===== config.mk =====
export PLATFORM = sky130hd
export DESIGN_NAME = sd_spi_init_and_write_sequencer
export DESIGN_NICKNAME = d
export VERILOG_FILES = /design/src/rtl/core/sdspi_pkg.sv /design/src/rtl/core/sd_spi_init_and_write_sequencer.sv /design/src/rtl/core/sdspi_in_reg.sv /design/src/rtl/core/sdspi_core.sv /design/src/rtl/core/sdspi_out_reg.sv
export SDC_FILE = /design/constraint.sdc
export NUM_CORES = 1
export LEC_CHECK = 0
export BUFFER_PORTS_ARGS = -buffer_cell sky130_fd_sc_hd__buf_2
export CORE_MARGIN = 2
export CORE_UTILIZATION = 23
export CTS_BUF_LIST = sky130_fd_sc_hd__clkbuf_8 sky130_fd_sc_hd__clkbuf_16
export DETAILED_ROUTE_END_ITERATION = 7
export PLACE_DENSITY_LB_ADDON = 0.08
export SYNTH_ARGS = -nofsm -noshare
export SYNTH_HDL_FRONTEND = slang
export SYNTH_HIERARCHICAL = 1
export SYNTH_SLANG_ARGS = --single-unit

===== constraint.sdc =====
create_clock -name clk -period 8.25 [get_ports clk]
set_input_delay 1.65 -clock clk [delete_from_list [all_inputs] [get_ports clk]]
set_output_delay 1.65 -clock clk [all_outputs]
set_load 0.02 [all_outputs]

===== src/rtl/core/sdspi_pkg.sv =====
// Shared types, codes and command frame tables for the SD SPI sequencer.
`timescale 1ns / 1ps

package sdspi_pkg;

	// Item modes
	localparam logic [2:0] MODE_REPLY = 3'd0;
	localparam logic [2:0] MODE_INIT  = 3'd1;
	localparam logic [2:0] MODE_WRITE = 3'd2;
	localparam logic [2:0] MODE_DATA  = 3'd3;
	localparam logic [2:0] MODE_END   = 3'd4;

	// Status codes
	localparam logic [2:0] STAT_IDLE     = 3'd0;
	localparam logic [2:0] STAT_BUSY     = 3'd1;
	localparam logic [2:0] STAT_CMD0_ERR = 3'd2;
	localparam logic [2:0] STAT_TIMEOUT  = 3'd3;
	localparam logic [2:0] STAT_REFUSED  = 3'd4;

	// Configuration register indexes
	localparam logic CFG_RETRY_LIMIT = 1'b0;
	localparam logic CFG_WAKE_WORDS  = 1'b1;

	// Configuration reset values
	localparam logic [15:0] RETRY_LIMIT_RST = 16'd16384;
	localparam logic [7:0]  WAKE_WORDS_RST  = 8'd100;

	// Protocol words
	localparam logic [15:0] WORD_IDLE    = 16'hFFFF;
	localparam logic [15:0] WORD_R1_IDLE = 16'hFF01;
	localparam logic [15:0] WORD_STOP    = 16'hFDFF;

	typedef enum logic [4:0] {
		PH_IDLE      = 5'd0,
		PH_WAKE      = 5'd1,
		PH_CMD0      = 5'd2,
		PH_CMD0_BAD  = 5'd3,
		PH_CMD8      = 5'd4,
		PH_CMD58A    = 5'd5,
		PH_CMD55     = 5'd6,
		PH_ACMD41    = 5'd7,
		PH_ACMD_DONE = 5'd8,
		PH_CMD58B    = 5'd9,
		PH_CMD25     = 5'd10,
		PH_DATAWAIT  = 5'd11,
		PH_DATA      = 5'd12,
		PH_CRC       = 5'd13,
		PH_BUSY1     = 5'd14,
		PH_STOP      = 5'd15,
		PH_BUSY2     = 5'd16
	} phase_t;

	typedef enum logic [2:0] {
		FR_CMD0   = 3'd0,
		FR_CMD8   = 3'd1,
		FR_CMD58  = 3'd2,
		FR_CMD55  = 3'd3,
		FR_ACMD41 = 3'd4,
		FR_CMD25  = 3'd5,
		FR_CRC    = 3'd6,
		FR_NONE   = 3'd7
	} frame_t;

	typedef struct packed {
		logic [2:0]  mode;
		logic [15:0] word;
	} item_t;

	typedef struct packed {
		logic        tx_valid;
		logic [15:0] tx_word;
		logic        select_high;
		logic        fast_clock;
		logic [2:0]  status;
	} result_t;

	typedef struct packed {
		phase_t      phase;
		logic [2:0]  word_index;
		logic [15:0] attempt_count;
		logic [7:0]  wake_count;
		logic [15:0] address_low;
		logic [2:0]  status_code;
		logic        fast_flag;
		logic        select_level;
	} state_t;

	// Frame words, one row per frame; the last row is unused
	localparam logic [0:7][0:7][15:0] FRAME_WORDS = {
		{16'h4000, 16'h0000, 16'h0095, 16'hFFFF, 16'hFFFF, 16'h0000, 16'h0000, 16'h0000},
		{16'h4800, 16'h0001, 16'hAA87, 16'hFFFF, 16'hFFFF, 16'hFFFF, 16'hFFFF, 16'h0000},
		{16'h7A00, 16'h0001, 16'h00FD, 16'hFFFF, 16'hFFFF, 16'hFFFF, 16'hFFFF, 16'h0000},
		{16'h7700, 16'h0000, 16'h0065, 16'hFFFF, 16'hFFFF, 16'h0000, 16'h0000, 16'h0000},
		{16'h6940, 16'h0000, 16'h0077, 16'hFFFF, 16'hFFFF, 16'h0000, 16'h0000, 16'h0000},
		{16'h5900, 16'h0080, 16'h0000, 16'hFFFF, 16'hFFFF, 16'hFFFF, 16'hFFFF, 16'hFCAD},
		{16'h0000, 16'h00FF, 16'hFFFF, 16'hFFFF, 16'h0000, 16'h0000, 16'h0000, 16'h0000},
		{16'h0000, 16'h0000, 16'h0000, 16'h0000, 16'h0000, 16'h0000, 16'h0000, 16'h0000}
	};

	function automatic logic [15:0] frame_word(frame_t f, logic [2:0] i);
		return FRAME_WORDS[f][i];
	endfunction

	function automatic logic [3:0] frame_len(frame_t f);
		logic [3:0] len;
		case (f)
			FR_CMD0:   len = 4'd5;
			FR_CMD8:   len = 4'd7;
			FR_CMD58:  len = 4'd7;
			FR_CMD55:  len = 4'd5;
			FR_ACMD41: len = 4'd5;
			FR_CMD25:  len = 4'd8;
			FR_CRC:    len = 4'd4;
			default:   len = 4'd0;
		endcase
		return len;
	endfunction

	function automatic frame_t frame_of(phase_t ph);
		frame_t f;
		case (ph)
			PH_CMD0, PH_CMD0_BAD:   f = FR_CMD0;
			PH_CMD8:                f = FR_CMD8;
			PH_CMD58A, PH_CMD58B:   f = FR_CMD58;
			PH_CMD55:               f = FR_CMD55;
			PH_ACMD41, PH_ACMD_DONE: f = FR_ACMD41;
			PH_CMD25:               f = FR_CMD25;
			PH_CRC:                 f = FR_CRC;
			default:                f = FR_NONE;
		endcase
		return f;
	endfunction

endpackage


===== src/rtl/core/sd_spi_init_and_write_sequencer.sv =====
// Top level of the SD card SPI-mode init and multi-block write sequencer.
`timescale 1ns / 1ps

// SD card SPI-mode host sequencer working in 16-bit lockstep words. Each item
// (a received word, a start of init or write, a data word or an end of write)
// yields exactly one result giving the next word to send, if any, and the chip
// select, clock speed and status levels. One item is accepted every cycle while
// in_stall is low; each item is held in the input register, then the step logic
// updates the phase machine and loads the item's result into the result register,
// from which it is transferred out. Input stall rises only while the result register
// is full and its transfer is stalled. Configuration writes take effect on the
// next cycle and no clearing pass is needed after reset.
module sd_spi_init_and_write_sequencer import sdspi_pkg::*; (
	input  logic        clk,
	input  logic        arst_n,
	input  logic        cfg_we,
	input  logic        cfg_index,
	input  logic [15:0] cfg_data,
	input  logic        in_valid,
	output logic        in_stall,
	input  logic [2:0]  mode,
	input  logic [15:0] word,
	output logic        out_valid,
	input  logic        out_stall,
	output logic        tx_valid,
	output logic [15:0] tx_word,
	output logic        select_high,
	output logic        fast_clock,
	output logic [2:0]  status
);

	item_t   in_item;
	item_t   item_s1;
	logic    valid_s1;
	logic    take;
	result_t res;
	result_t res_q;

	assign in_item.mode = mode;
	assign in_item.word = word;

	sdspi_in_reg u_in_reg (
		.clk      (clk),
		.arst_n   (arst_n),
		.in_valid (in_valid),
		.in_item  (in_item),
		.take     (take),
		.stall    (in_stall),
		.valid_s1 (valid_s1),
		.item_s1  (item_s1)
	);

	sdspi_core u_core (
		.clk       (clk),
		.arst_n    (arst_n),
		.cfg_we    (cfg_we),
		.cfg_index (cfg_index),
		.cfg_data  (cfg_data),
		.take      (take),
		.item_s1   (item_s1),
		.res       (res)
	);

	sdspi_out_reg u_out_reg (
		.clk       (clk),
		.arst_n    (arst_n),
		.valid_s1  (valid_s1),
		.res       (res),
		.out_stall (out_stall),
		.take      (take),
		.out_valid (out_valid),
		.res_q     (res_q)
	);

	// Result fields
	assign tx_valid    = res_q.tx_valid;
	assign tx_word     = res_q.tx_word;
	assign select_high = res_q.select_high;
	assign fast_clock  = res_q.fast_clock;
	assign status      = res_q.status;

endmodule


===== src/rtl/core/sdspi_in_reg.sv =====
// Input register stage of the SD SPI sequencer.
`timescale 1ns / 1ps

module sdspi_in_reg import sdspi_pkg::*; (
	input  logic       clk,
	input  logic       arst_n,
	input  logic       in_valid,
	input  item_t      in_item,
	input  logic       take,
	output logic       stall,
	output logic       valid_s1,
	output item_t      item_s1
);

	// Hold while the registered item cannot move on
	assign stall = valid_s1 && !take;

	always_ff @(posedge clk or negedge arst_n) begin
		if (!arst_n) begin
			valid_s1 <= 1'b0;
		end else if (!stall) begin
			valid_s1 <= in_valid;
		end
	end

	// Payload, no reset
	always_ff @(posedge clk) begin
		if (!stall && in_valid) begin
			item_s1 <= in_item;
		end
	end

endmodule


===== src/rtl/core/sdspi_core.sv =====
// Sequencer state, configuration registers and combinational step logic.
`timescale 1ns / 1ps

module sdspi_core import sdspi_pkg::*; (
	input  logic        clk,
	input  logic        arst_n,
	input  logic        cfg_we,
	input  logic        cfg_index,
	input  logic [15:0] cfg_data,
	input  logic        take,
	input  item_t       item_s1,
	output result_t     res
);

	state_t      st_q;
	state_t      nx;
	logic [15:0] retry_limit_q;
	logic [7:0]  wake_words_q;
	logic        tx_on;
	logic [15:0] tx_val;
	logic        refused;
	logic        running;
	frame_t      f;
	phase_t      ph;
	logic [3:0]  nidx;
	logic [15:0] cnt;

	// Configuration registers
	always_ff @(posedge clk or negedge arst_n) begin
		if (!arst_n) begin
			retry_limit_q <= RETRY_LIMIT_RST;
			wake_words_q  <= WAKE_WORDS_RST;
		end else if (cfg_we) begin
			case (cfg_index)
				CFG_RETRY_LIMIT: retry_limit_q <= cfg_data;
				CFG_WAKE_WORDS:  wake_words_q  <= cfg_data[7:0];
				default: ;
			endcase
		end
	end

	// Sequencer state register
	always_ff @(posedge clk or negedge arst_n) begin
		if (!arst_n) begin
			st_q.phase         <= PH_IDLE;
			st_q.word_index    <= '0;
			st_q.attempt_count <= '0;
			st_q.wake_count    <= '0;
			st_q.address_low   <= '0;
			st_q.status_code   <= STAT_IDLE;
			st_q.fast_flag     <= 1'b0;
			st_q.select_level  <= 1'b1;
		end else if (take) begin
			st_q <= nx;
		end
	end

	assign running = !(st_q.phase inside {PH_IDLE, PH_DATAWAIT});

	// Next state and result for one item
	always_comb begin
		nx      = st_q;
		tx_on   = 1'b0;
		tx_val  = '0;
		refused = 1'b0;
		f       = frame_of(st_q.phase);
		ph      = st_q.phase;
		nidx    = {1'b0, st_q.word_index} + 4'd1;
		cnt     = st_q.attempt_count + 16'd1;
		case (item_s1.mode)
			MODE_REPLY: begin
				if (running) begin
					case (st_q.phase)
						PH_WAKE: begin
							tx_on = 1'b1;
							if (st_q.wake_count >= wake_words_q) begin
								nx.select_level = 1'b0;
								nx.phase        = PH_CMD0;
								nx.word_index   = '0;
								tx_val          = frame_word(FR_CMD0, 3'd0);
							end else begin
								nx.wake_count = st_q.wake_count + 8'd1;
								tx_val        = WORD_IDLE;
							end
						end
						PH_BUSY1, PH_BUSY2: begin
							if (item_s1.word == WORD_IDLE) begin
								if (st_q.phase == PH_BUSY1) begin
									nx.phase = PH_STOP;
									tx_on    = 1'b1;
									tx_val   = WORD_STOP;
								end else begin
									nx.phase       = PH_IDLE;
									nx.status_code = STAT_IDLE;
								end
							end else begin
								nx.attempt_count = cnt;
								if (cnt >= retry_limit_q) begin
									nx.phase       = PH_IDLE;
									nx.word_index  = '0;
									nx.status_code = STAT_TIMEOUT;
								end else begin
									tx_on  = 1'b1;
									tx_val = WORD_IDLE;
								end
							end
						end
						PH_STOP: begin
							nx.phase         = PH_BUSY2;
							nx.attempt_count = '0;
							tx_on            = 1'b1;
							tx_val           = WORD_IDLE;
						end
						PH_DATA: begin
							nx.phase = PH_DATAWAIT;
						end
						default: begin
							if (f == FR_NONE) begin
								nx.phase       = PH_IDLE;
								nx.word_index  = '0;
								nx.status_code = STAT_IDLE;
							end else begin
								// R1 check on the first poll of CMD0 and ACMD41
								if (st_q.word_index == 3'd3 && item_s1.word != WORD_R1_IDLE) begin
									if (ph == PH_CMD0) begin
										ph = PH_CMD0_BAD;
									end else if (ph == PH_ACMD41) begin
										ph = PH_ACMD_DONE;
									end
								end
								nx.phase = ph;
								if (nidx < frame_len(f)) begin
									nx.word_index = nidx[2:0];
									tx_on         = 1'b1;
									if (f == FR_CMD25 && nidx == 4'd2) begin
										tx_val = st_q.address_low;
									end else begin
										tx_val = frame_word(f, nidx[2:0]);
									end
								end else begin
									// End of frame
									nx.word_index = '0;
									case (ph)
										PH_CMD0: begin
											nx.phase = PH_CMD8;
											tx_on    = 1'b1;
											tx_val   = frame_word(FR_CMD8, 3'd0);
										end
										PH_CMD0_BAD: begin
											nx.phase       = PH_IDLE;
											nx.status_code = STAT_CMD0_ERR;
										end
										PH_CMD8: begin
											nx.phase = PH_CMD58A;
											tx_on    = 1'b1;
											tx_val   = frame_word(FR_CMD58, 3'd0);
										end
										PH_CMD58A: begin
											nx.attempt_count = '0;
											nx.phase         = PH_CMD55;
											tx_on            = 1'b1;
											tx_val           = frame_word(FR_CMD55, 3'd0);
										end
										PH_CMD55: begin
											nx.phase = PH_ACMD41;
											tx_on    = 1'b1;
											tx_val   = frame_word(FR_ACMD41, 3'd0);
										end
										PH_ACMD41: begin
											nx.attempt_count = cnt;
											if (cnt >= retry_limit_q) begin
												nx.phase       = PH_IDLE;
												nx.status_code = STAT_TIMEOUT;
											end else begin
												nx.phase = PH_CMD55;
												tx_on    = 1'b1;
												tx_val   = frame_word(FR_CMD55, 3'd0);
											end
										end
										PH_ACMD_DONE: begin
											nx.phase = PH_CMD58B;
											tx_on    = 1'b1;
											tx_val   = frame_word(FR_CMD58, 3'd0);
										end
										PH_CMD58B: begin
											nx.phase       = PH_IDLE;
											nx.fast_flag   = 1'b1;
											nx.status_code = STAT_IDLE;
										end
										PH_CMD25: begin
											nx.phase = PH_DATAWAIT;
										end
										PH_CRC: begin
											nx.phase         = PH_BUSY1;
											nx.attempt_count = '0;
											tx_on            = 1'b1;
											tx_val           = WORD_IDLE;
										end
										default: begin
											nx.phase       = PH_IDLE;
											nx.status_code = STAT_IDLE;
										end
									endcase
								end
							end
						end
					endcase
				end
			end
			MODE_INIT, MODE_WRITE: begin
				if (st_q.phase == PH_IDLE) begin
					nx.status_code   = STAT_BUSY;
					nx.attempt_count = '0;
					nx.word_index    = '0;
					tx_on            = 1'b1;
					if (item_s1.mode == MODE_INIT) begin
						nx.fast_flag    = 1'b0;
						nx.select_level = 1'b1;
						nx.wake_count   = 8'd1;
						nx.phase        = PH_WAKE;
						tx_val          = WORD_IDLE;
					end else begin
						nx.address_low = item_s1.word;
						nx.phase       = PH_CMD25;
						tx_val         = frame_word(FR_CMD25, 3'd0);
					end
				end else begin
					refused = 1'b1;
				end
			end
			MODE_DATA, MODE_END: begin
				if (st_q.phase == PH_DATAWAIT) begin
					tx_on = 1'b1;
					if (item_s1.mode == MODE_DATA) begin
						nx.phase = PH_DATA;
						tx_val   = item_s1.word;
					end else begin
						nx.phase      = PH_CRC;
						nx.word_index = '0;
						tx_val        = frame_word(FR_CRC, 3'd0);
					end
				end else begin
					refused = 1'b1;
				end
			end
			default: ;
		endcase
	end

	// Result fields
	assign res.tx_valid    = tx_on;
	assign res.tx_word     = tx_val;
	assign res.select_high = nx.select_level;
	assign res.fast_clock  = nx.fast_flag;
	assign res.status      = refused ? STAT_REFUSED : nx.status_code;

	// Chip select is never high during the init command frames
	a_select_phase: assert property (@(posedge clk) disable iff (!arst_n)
		st_q.select_level |-> !(st_q.phase >= PH_CMD0 && st_q.phase <= PH_CMD58B))
		else $error("chip select high during an init command frame");

	// Word index only runs inside command frames
	a_index_frame: assert property (@(posedge clk) disable iff (!arst_n)
		(st_q.phase == PH_IDLE || st_q.phase == PH_WAKE || st_q.phase == PH_DATAWAIT ||
		 st_q.phase == PH_DATA || st_q.phase == PH_BUSY1 || st_q.phase == PH_STOP ||
		 st_q.phase == PH_BUSY2) |-> st_q.word_index == 3'd0)
		else $error("word index set outside a frame");

	// A refused command leaves the state alone
	a_refused_stable: assert property (@(posedge clk) disable iff (!arst_n)
		take && refused |=> $stable(st_q))
		else $error("refused command changed state");

endmodule


===== src/rtl/core/sdspi_out_reg.sv =====
// Result register of the SD SPI sequencer.
`timescale 1ns / 1ps

module sdspi_out_reg import sdspi_pkg::*; (
	input  logic    clk,
	input  logic    arst_n,
	input  logic    valid_s1,
	input  result_t res,
	input  logic    out_stall,
	output logic    take,
	output logic    out_valid,
	output result_t res_q
);

	// Accept a new result when empty or when the held one is transferred
	assign take = valid_s1 && (!out_valid || !out_stall);

	always_ff @(posedge clk or negedge arst_n) begin
		if (!arst_n) begin
			out_valid <= 1'b0;
		end else begin
			out_valid <= take || (out_valid && out_stall);
		end
	end

	always_ff @(posedge clk) begin
		if (take) begin
			res_q <= res;
		end
	end

endmodule


Word-level counts from Yosys, hierarchy flattened:

Memory sizes are Yosys's and may differ from the RTL's.
Index checks and enable logic that the tools add are counted.

* register bits after elaboration: 120
* bits in read-only memories: 1072
* logic and storage cells: 212
* memories: 2

Memories
* (no name shown): depth 8, bits a word 128, read ports 1, clocked after Yosys merged registers in 0, write ports 0, RTL line sdspi_pkg.sv:101 `return FRAME_WORDS[f][i];`
* (no name shown): depth 16, bits a word 3, read ports 1, clocked after Yosys merged registers in 0, write ports 0, RTL line sdspi_pkg.sv:121 `case (ph)`

* $add $sub $neg: 3
* $lt $le $gt $ge: 5
* equality and inequality tests: 49
* multiplexer cells: 91
* bitwise logic cells: 4
* reductions and logical operators: 39

Operators by type and width (count)
* $mux W16: 17
* $mux W128: 2
* $pmux W16 S3: 2
* $pmux W16 S6: 1
* $pmux W16 S4: 1
* $mux W8: 7
* $mux W53: 1
* $mux W5: 10
* $bmux W16 S3: 1
* $pmux W24 S2: 1
* $eq A5 B4 Y1 const B: 8
* $pmux W5 S8: 1
* $mux W32: 1
* $pmux W16 S2: 1
* $mux W4: 7
* $eq A5 B3 Y1 const B: 5
* $mux W3: 8
* $pmux W8 S3: 1
* $pmux W5 S4: 1
* $mux W19: 1
* $pmux W3 S3: 2
* $reduce_or A2 Y1: 9
* $add A16 B1 Y16 const B: 1
* $eq A16 B16 Y1 const B: 1
* 47 further kinds: 101

Logic depth before layout (Yosys ltp):

Gate-level depths: netlist of the first run.

* depth after elaboration: 16
* gate-level depth with buffers: 21

Hierarchy:

Netlist of the first run, hierarchy kept.

Modules (own cells, without submodules)
* sdspi_core: times used 1, cells each 800, area each 6541.3 um^2
* sdspi_out_reg: times used 1, cells each 25, area each 704.4 um^2
* sdspi_in_reg: times used 1, cells each 24, area each 628.1 um^2

Worst setup path before layout of the first run:

No wires, ideal clock.

* path kind: input-to-output
* from: input port out_stall
* to: output port in_stall
* arrival time: 2.791 ns
* data required time: 6.600 ns
* path slack: 3.809 ns
* stages on the path: 3
* buffers on the path: 0
* cells stage by stage: a21boi_2 -> nand2b_4 -> inv_1

* cells in the longest elaborated chain, start to end: 5

RTL lines
* start, declared: RTL line sd_spi_init_and_write_sequencer.sv:24 `input logic out_stall,`
* $logic_not A1 Y1: RTL line sdspi_out_reg.sv:16 `assign take = valid_s1 && (!out_valid || !out_stall);`
* $logic_or A1 B1 Y1: RTL line sdspi_out_reg.sv:16
* $logic_and A1 B1 Y1: RTL line sdspi_out_reg.sv:16
* $logic_not A1 Y1: RTL line sdspi_in_reg.sv:16 `assign stall = valid_s1 && !take;`
* $logic_and A1 B1 Y1: RTL line sdspi_in_reg.sv:16
* end, declared: RTL line sd_spi_init_and_write_sequencer.sv:20 `output logic in_stall,`

Every way passes these cells.

Worst setup path in the final report of the first run:

* from: register u_core/st_q[49] (netlist bit)
* to: register u_core/st_q[40] (netlist bit)

* cells in the longest elaborated chain, start to end: 16
* elaborated cells between the ends (all ways): 55

RTL lines
* start, declared: RTL line sdspi_core.sv:15 `state_t st_q;`
* start signal, assigned: RTL line sdspi_core.sv:54 `st_q <= nx;`
* branches (longest 16 deep; another with $lt A4 B4 Y1)

Parallel ways; which one is timed is not known. The select of a mux whose other input is x is not followed.
A chain may end at the register's enable or synchronous reset.

==> flow_summary.yaml, run 1 <==
sta:
  finalSetupViolCount: 0
  slew_violations: 0
  fin_crit_sh_pct: 66.1
  worst_clock_skew_ns: 0.00795
  worst_slew_pin_slew_ns: 1.12
  rsz0062_at_grt: "false"
  hold_viol: 0
  period_needed_ns: 5.46
  timing.hold.ws_ns: 0.492
  slew_headroom_pct: 25.0
  fin_setup_tns_ns: 0
  max_freq_mhz: 183
clocking:
  clock_insertion_delay_worst_skew_ns: 0.43
  post_cts_resize_count: 0
  clkSinkCount: 120
  holdBufCountCts: 0
  ctsLongestPathBuffers: 2
  clock-root-buffer: "clkbuf_16"
  cts-buffers-inserted: 17
  clk_pin_slew_ns: 0.06
  cts_setup_buffers: 0
  h-tree-depth: 4
  cts_tree: "done"
pwr:
  power_leakage_uw: 0.00391
  pwr-share-clk_pct: 23.0
  p_comb_share_pct: 52.8
  pwr-share-seq_pct: 24.2
  p_sw_uw: 1620
  vdd_drop_max_mv: 0.212
  p_sw_share_pct: 46.1
  power.internal_uw: 1890
  power_density_nw_per_um2: 380
logic_synthesis:
  synth_area_per_cell_um2: 9.27
  synthFlopType: "dfrtp_1"
  synth_edf_count: 41
  synth_fp_nets: 930
  synthCells: 849
  netlist-cell-type-count: 90
  yosysWarnings: 6
  seq_area_frac_synth_pct: 40.8
  async_flop_share_pct: 65.8
  synth_area_um2: 7870
  ys_ff_latch: 120
  synth_top_area_share_pct: 23.5
  yosysTopAreaCell: "dfrtp_1"
  synth_area_leaders: "dfrtp_1 (24%), edfxtp_1 (16%), ha_1 (6.4%), o21ai_0 (5.5%), mux2_2 (4.4%)"
job:
  cap_violations: 0
floorplan:
  core_area_um2: 33600
  dieArea_um2: 35700
  die_w_um: 189
  rows: 67
  start_util_pct: 23.4
  die_y_um: 189
  io-pin-count: 65
placement:
  dp_hpwl_um: 19700
  port_buffers: 64
  gp_congestion: 0.817
critical_path:
  cp.required_ns: 8.54
  crit_path_start_kind: "flop"
  crit_arrival_ns: 5.75
  critPathKind: "flop to flop"
  crit_fanout: 26
  cp-end-kind: "flop"
global_routing:
  grt_first_pass_wirelength_um: 41700
  gr-total-overflow: 0
  antenna_found_initial: 2
  grt_usage_pct: 15.3
  grt_start_max_net_pins: 62
  grt_pass1_vias: 6812
detailed_routing:
  detail_route.wl_per_cell_um: 19.6
  drc: 0
  viasPerCell: 4.97
  drt_iter0_markers: 468
  num_vias: 6736
  firstDrtPassIters: 6
  drt_wl_total_um: 26500
  ant_nets: 0
cells_and_area:
  syn_to_final_growth_pct: 17.4
  nets: 974
  utilization_pct: 27.5
  drive_gt1_share_pct: 19.0
min_path:
  min_path_type: "flop to flop"
status:
  status: "complete, no violations"
## worst paths after layout
| path | cells past startpoint | endpoint | from | slack [ns] |
|---|---|---|---|---|
| worst min register to register | 2 | u_core/st_q[4] | u_core/st_q[4] | 0.49 |
| worst max-delay path | 17 | u_core/st_q[40] | u_core/st_q[49] | 2.79 |
| worst min-delay path | 2 | u_core/st_q[4] | u_core/st_q[4] | 0.49 |
| min in group asynchronous | 1 | u_core/st_q[47] | arst_n | 1.10 |
| worst max register to register | 17 | u_core/st_q[40] | u_core/st_q[49] | 2.79 |
| max in group asynchronous | 2 | u_core/st_q[39] | arst_n | 5.99 |
## cell families (layout without fill, tap and decap cells)
group	count (synthesis)	in the layout	share of synthesized area, %
AOI/OAI and AO/OA	267	267	23.0
xor gates and xnor gates	17	17	1.89
adders and majority gates	40	40	6.36
buffers and inverters	85	142	4.62
DFF	120	120	40.8
muxes	32	32	4.56
other	0	2	0
and+or+nand+nor	288	288	18.7
## power by group through the flow
stage | Sequential [uW] | Combinational (uW) | Clock (uW)
floorplan | 834 | 1280 | 0
global placement | 863 | 1870 | 0
detailed placement | 862 | 1840 | 0
CTS | 851 | 1850 | 839
global route | 868 | 2040 | 861
finish | 850 | 1850 | 808
## cell type report
class,count,area [um2]
well taps,448,561
clock buffers,19,464
repair buffers,72,383
diodes,2,5.00
flip-flops and latches,120,3210
multi-input cells,644,4310
clock inverters,13,166
inverters,38,143
fillers,3615,24400
## routing by layer
layer,share of wire [%],GRT usage (%),vias to the layer above
li1,-,-,3244
met1,50,21.5,3301
met2,44,23.1,161
met3,4.1,3.13,30
met4,2.4,5.80,0
met5,0,0,-
## placed cells by master (no fill, tap or decap), types with 8 or more instances in the layout
cell,n
buf_4,9
nor2b_1,10
a31oi_1,13
ha_1,40
buf_2,63
nor2_1,48
o21ai_0,87
and3_1,13
nand2_1,92
nand2b_1,19
o31ai_1,12
a221oi_1,12
dfrtp_1,74
nand3_1,40
xor2_1,10
mux2_2,31
clkbuf_16,18
and2_1,9
nor3_1,13
inv_1,37
a21oi_1,51
edfxtp_1,41
nand4_1,8
a211oi_1,8
## per-stage QoR
step | instance area [um2] | setup slack, ns | total power, uW | instances
after floorplan | 7870 | 3.81 | 2120 | 849
after global placement | 8610 | 2.77 | 2730 | 1322
after detailed placement | 8610 | 2.76 | 2700 | 1322
after CTS | 9240 | 2.72 | 3540 | 1354
after global routing | 9240 | 2.26 | 3770 | 1355
final | 9240 | 2.79 | 3510 | 1356
## sequential cells by signal, indices dropped and copies added, names as in the netlist
signal / count
u_in_reg/item_s1: 19
u_out_reg/out_valid: 1
u_in_reg/valid_s1: 1
u_core/st_q: 53
u_out_reg/res_q: 22
u_core/retry_limit_q: 16
u_core/wake_words_q: 8
## synthesized netlist by cell type, types with 3 or more instances
library cell	instances
a211o_1	5
nor2_1	48
edfxtp_1	41
a221o_1	7
o211ai_1	5
nand4_1	8
a31o_2	3
nor3b_1	4
buf_2	12
inv_1	37
o21a_1	4
o22ai_1	3
o2111ai_1	3
clkbuf_1	28
ha_1	40
o21ai_0	87
a21boi_0	4
nand2_1	92
and3_1	13
o21ai_1	3
or3_1	4
a21oi_1	51
a211oi_1	8
buf_4	6
nand3_1	40
dfrtp_1	74
and2_1	9
xor2_1	10
mux2_2	31
o31ai_1	12
a221oi_1	12
o221ai_1	4
a2111oi_0	5
nor3_1	13
a31oi_1	13
nand2b_1	19
xnor2_1	7
nor2b_1	11
a21o_1	6
dfstp_2	5
## worst max-delay path, cell delays in order, from the launching register on
cell	delay [ns]
dfrtp_1	0.54
inv_1	0.14
ha_1	0.21
mux2i_1	0.10
a211oi_1	0.80
inv_1	0.22
ha_1	0.40
nor2_1	0.14
nor2_1	0.05
nor3_1	0.14
ha_1	0.26
o21a_1	0.17
o2bb2ai_1	0.21
a41o_1	0.36
a211oi_2	0.08
o211ai_2	0.86
or2_0	0.46
o21ai_0	0.15
No activity file was read; power rests on OpenSTA's default activity.
==> inputs of run 2 (changes only) <==
==> constraint.sdc (replaced) <==
create_clock -name clk -period 5.7 [get_ports clk]
set_input_delay 1.14 -clock clk [delete_from_list [all_inputs] [get_ports clk]]
set_output_delay 1.14 -clock clk [all_outputs]
set_load 0.02 [all_outputs]
==> flow_summary.yaml, run 2 (same netlist as run 1, synthesis figures left out) <==
status:
  status: "complete, no violations"
floorplan:
  dieArea_um2: 35700
  die_w_um: 189
  core_area_um2: 33600
  die_y_um: 189
  io-pin-count: 65
  start_util_pct: 23.4
  rows: 67
detailed_routing:
  drt_wl_total_um: 26600
  num_vias: 6697
  viasPerCell: 4.92
  drt_iter0_markers: 604
  detail_route.wl_per_cell_um: 19.5
  firstDrtPassIters: 5
  ant_nets: 0
  drc: 0
sta:
  slew_violations: 0
  hold_viol: 0
  setup_slack_ns: 0.982
  worst_clock_skew_ns: 0.0119
  slew_headroom_pct: 25.5
  rsz0062_at_grt: "false"
  max_freq_mhz: 212
  worst_slew_pin_slew_ns: 1.12
  finalSetupViolCount: 0
  fin_setup_tns_ns: 0
  period_needed_ns: 4.72
  fin_crit_sh_pct: 82.8
min_path:
  min_path_type: "flop to flop"
  hold_path_end: "u_core/st_q[4]"
  min_path_cells: 2
  hold_path.startpoint: "u_core/st_q[4]"
cells_and_area:
  utilization_pct: 27.5
  final_cell_mix: "nand2_1 (92), o21ai_0 (87), dfrtp_1 (74), buf_2 (63), a21oi_1 (51)"
  reg.largest.list: "u_core/st_q x53, u_out_reg/res_q x22, u_in_reg/item_s1 x19"
  final_common_cell: "nand2_1"
  drive_gt1_share_pct: 19.2
  syn_to_final_growth_pct: 17.3
  seqCellArea_um2: 3210
  regMostFlops: "u_core/st_q"
  nets: 978
  multi_input_area_um2: 4310
  largest_reg_flops: 53
  nFillCells: 3596
global_routing:
  grt_pass1_vias: 6615
  grt_first_pass_wirelength_um: 41400
  gr-total-overflow: 0
  antenna_found_initial: 3
  grt_usage_pct: 15.2
  grt_start_max_net_pins: 48
pwr:
  power_density_nw_per_um2: 547
  vdd_drop_max_mv: 0.178
  finalPower_uw: 5050
  power_leakage_uw: 0.00391
clocking:
  cts-buffers-inserted: 17
  holdBufCountCts: 0
  clock_insertion_delay_worst_skew_ns: 0.43
  cts_tree: "done"
  clk_pin_slew_ns: 0.06
  cts_setup_buffers: 0
  clkSinkCount: 120
  ctsLongestPathBuffers: 2
  post_cts_resize_count: 0
  h-tree-depth: 4
  clock-root-buffer: "clkbuf_16"
critical_path:
  crit_fanout: 18
  crit_cells: 16
  cp-end-kind: "flop"
  worstReg2RegStart: "u_core/st_q[51]"
  critPathKind: "flop to flop"
  r2r_cells: 16
  cp.required_ns: 5.83
  cp_num_buf_inv: 2
  max_stage_delay_ns: 0.76
  crit_arrival_ns: 4.85
  r2r_end: "u_out_reg/res_q[2]"
  crit_path_start_kind: "flop"
  crit_slowest_cell: "dfrtp_1"
  path_cells: "inv_1 -> o21ai_0 -> a21o_1 -> inv_1 -> ha_1 -> nor2_1 -> nor2_1 -> nor3_1 -> ha_1 -> nor3_1 -> o2bb2ai_1 -> a41oi_2 -> o211a_1 -> a21oi_1 -> o31ai_1 -> o21ai_0"
  cpLargestDelayFamily: "compound AO/OA/AOI/OAI gates"
  r2r_slack_ns: 0.98
job:
  cap_violations: 0
placement:
  dp_hpwl_um: 19600
  gp_congestion: 0.808
  place_ws_ns: 1.00
  port_buffers: 64
[run 2: cell types whose count changed in the layout (fill, tap and decap cells not counted)]
| cell | delta |
|---|---|
| diode_2 | +1 |
| clkinv_2 | -1 |
| clkinv_1 | +1 |
| clkinv_4 | -2 |
| clkbuf_16 | -1 |
| clkbuf_8 | +1 |
| bufinv_16 | -1 |
| clkinvlp_4 | +1 |
| inv_6 | +2 |
| buf_4 | +4 |
[run 2: worst max-delay path by stage]
stage                     from             endpoint
2_1_floorplan  u_core/st_q[49]  u_out_reg/res_q[13]
5_1_grt        u_core/st_q[51]  u_out_reg/res_q[20]
4_1_cts        u_core/st_q[48]   u_out_reg/res_q[2]
3_3_place_gp   u_core/st_q[51]  u_out_reg/res_q[20]
3_5_place_dp   u_core/st_q[51]   u_out_reg/res_q[2]
6_report       u_core/st_q[51]   u_out_reg/res_q[2]
[run 2: where the power goes]
group          internal (uW)  total (uW)  switching (uW)
Combinational            968        2700            1740
Sequential              1080        1250             169
Clock                    670        1100             434
[run 2: tightest hold or removal path: stages (launching register included)]
cell,delay [ns]
dfrtp_1,0.35
inv_1,0.06
a21oi_1,0.04
[run 2: final cells by class]
cell class	count	share of cell area (%)
Timing Repair Buffer	76	4.47
Tap cell	448	6.07
Multi-Input combinational cell	644	46.6
Clock inverter	13	1.54
Antenna cell	3	0.0813
Sequential cell	120	34.8
Clock buffer	19	4.90
Inverter	38	1.54
[run 2: metrics by stage]
step | area [um2] | std cells | hold WS [ns]
global route | 9240 | 1360 | 0.508
floorplan | 7870 | 849 | 0.451
finish | 9240 | 1361 | 0.488
detailed placement | 8640 | 1326 | 0.481
global placement | 8640 | 1326 | 0.478
CTS | 9230 | 1358 | 0.490
[run 2: routing by layer]
| metal | up-vias | routed length, um | GRT usage [%] |
|---|---|---|---|
| li1 | 3260 | - | - |
| met3 | 20 | 1220 | 3.02 |
| met1 | 3254 | 13100 | 22.0 |
| met4 | 0 | 356 | 4.18 |
| met5 | - | 0 | 0 |
| met2 | 163 | 11900 | 23.1 |
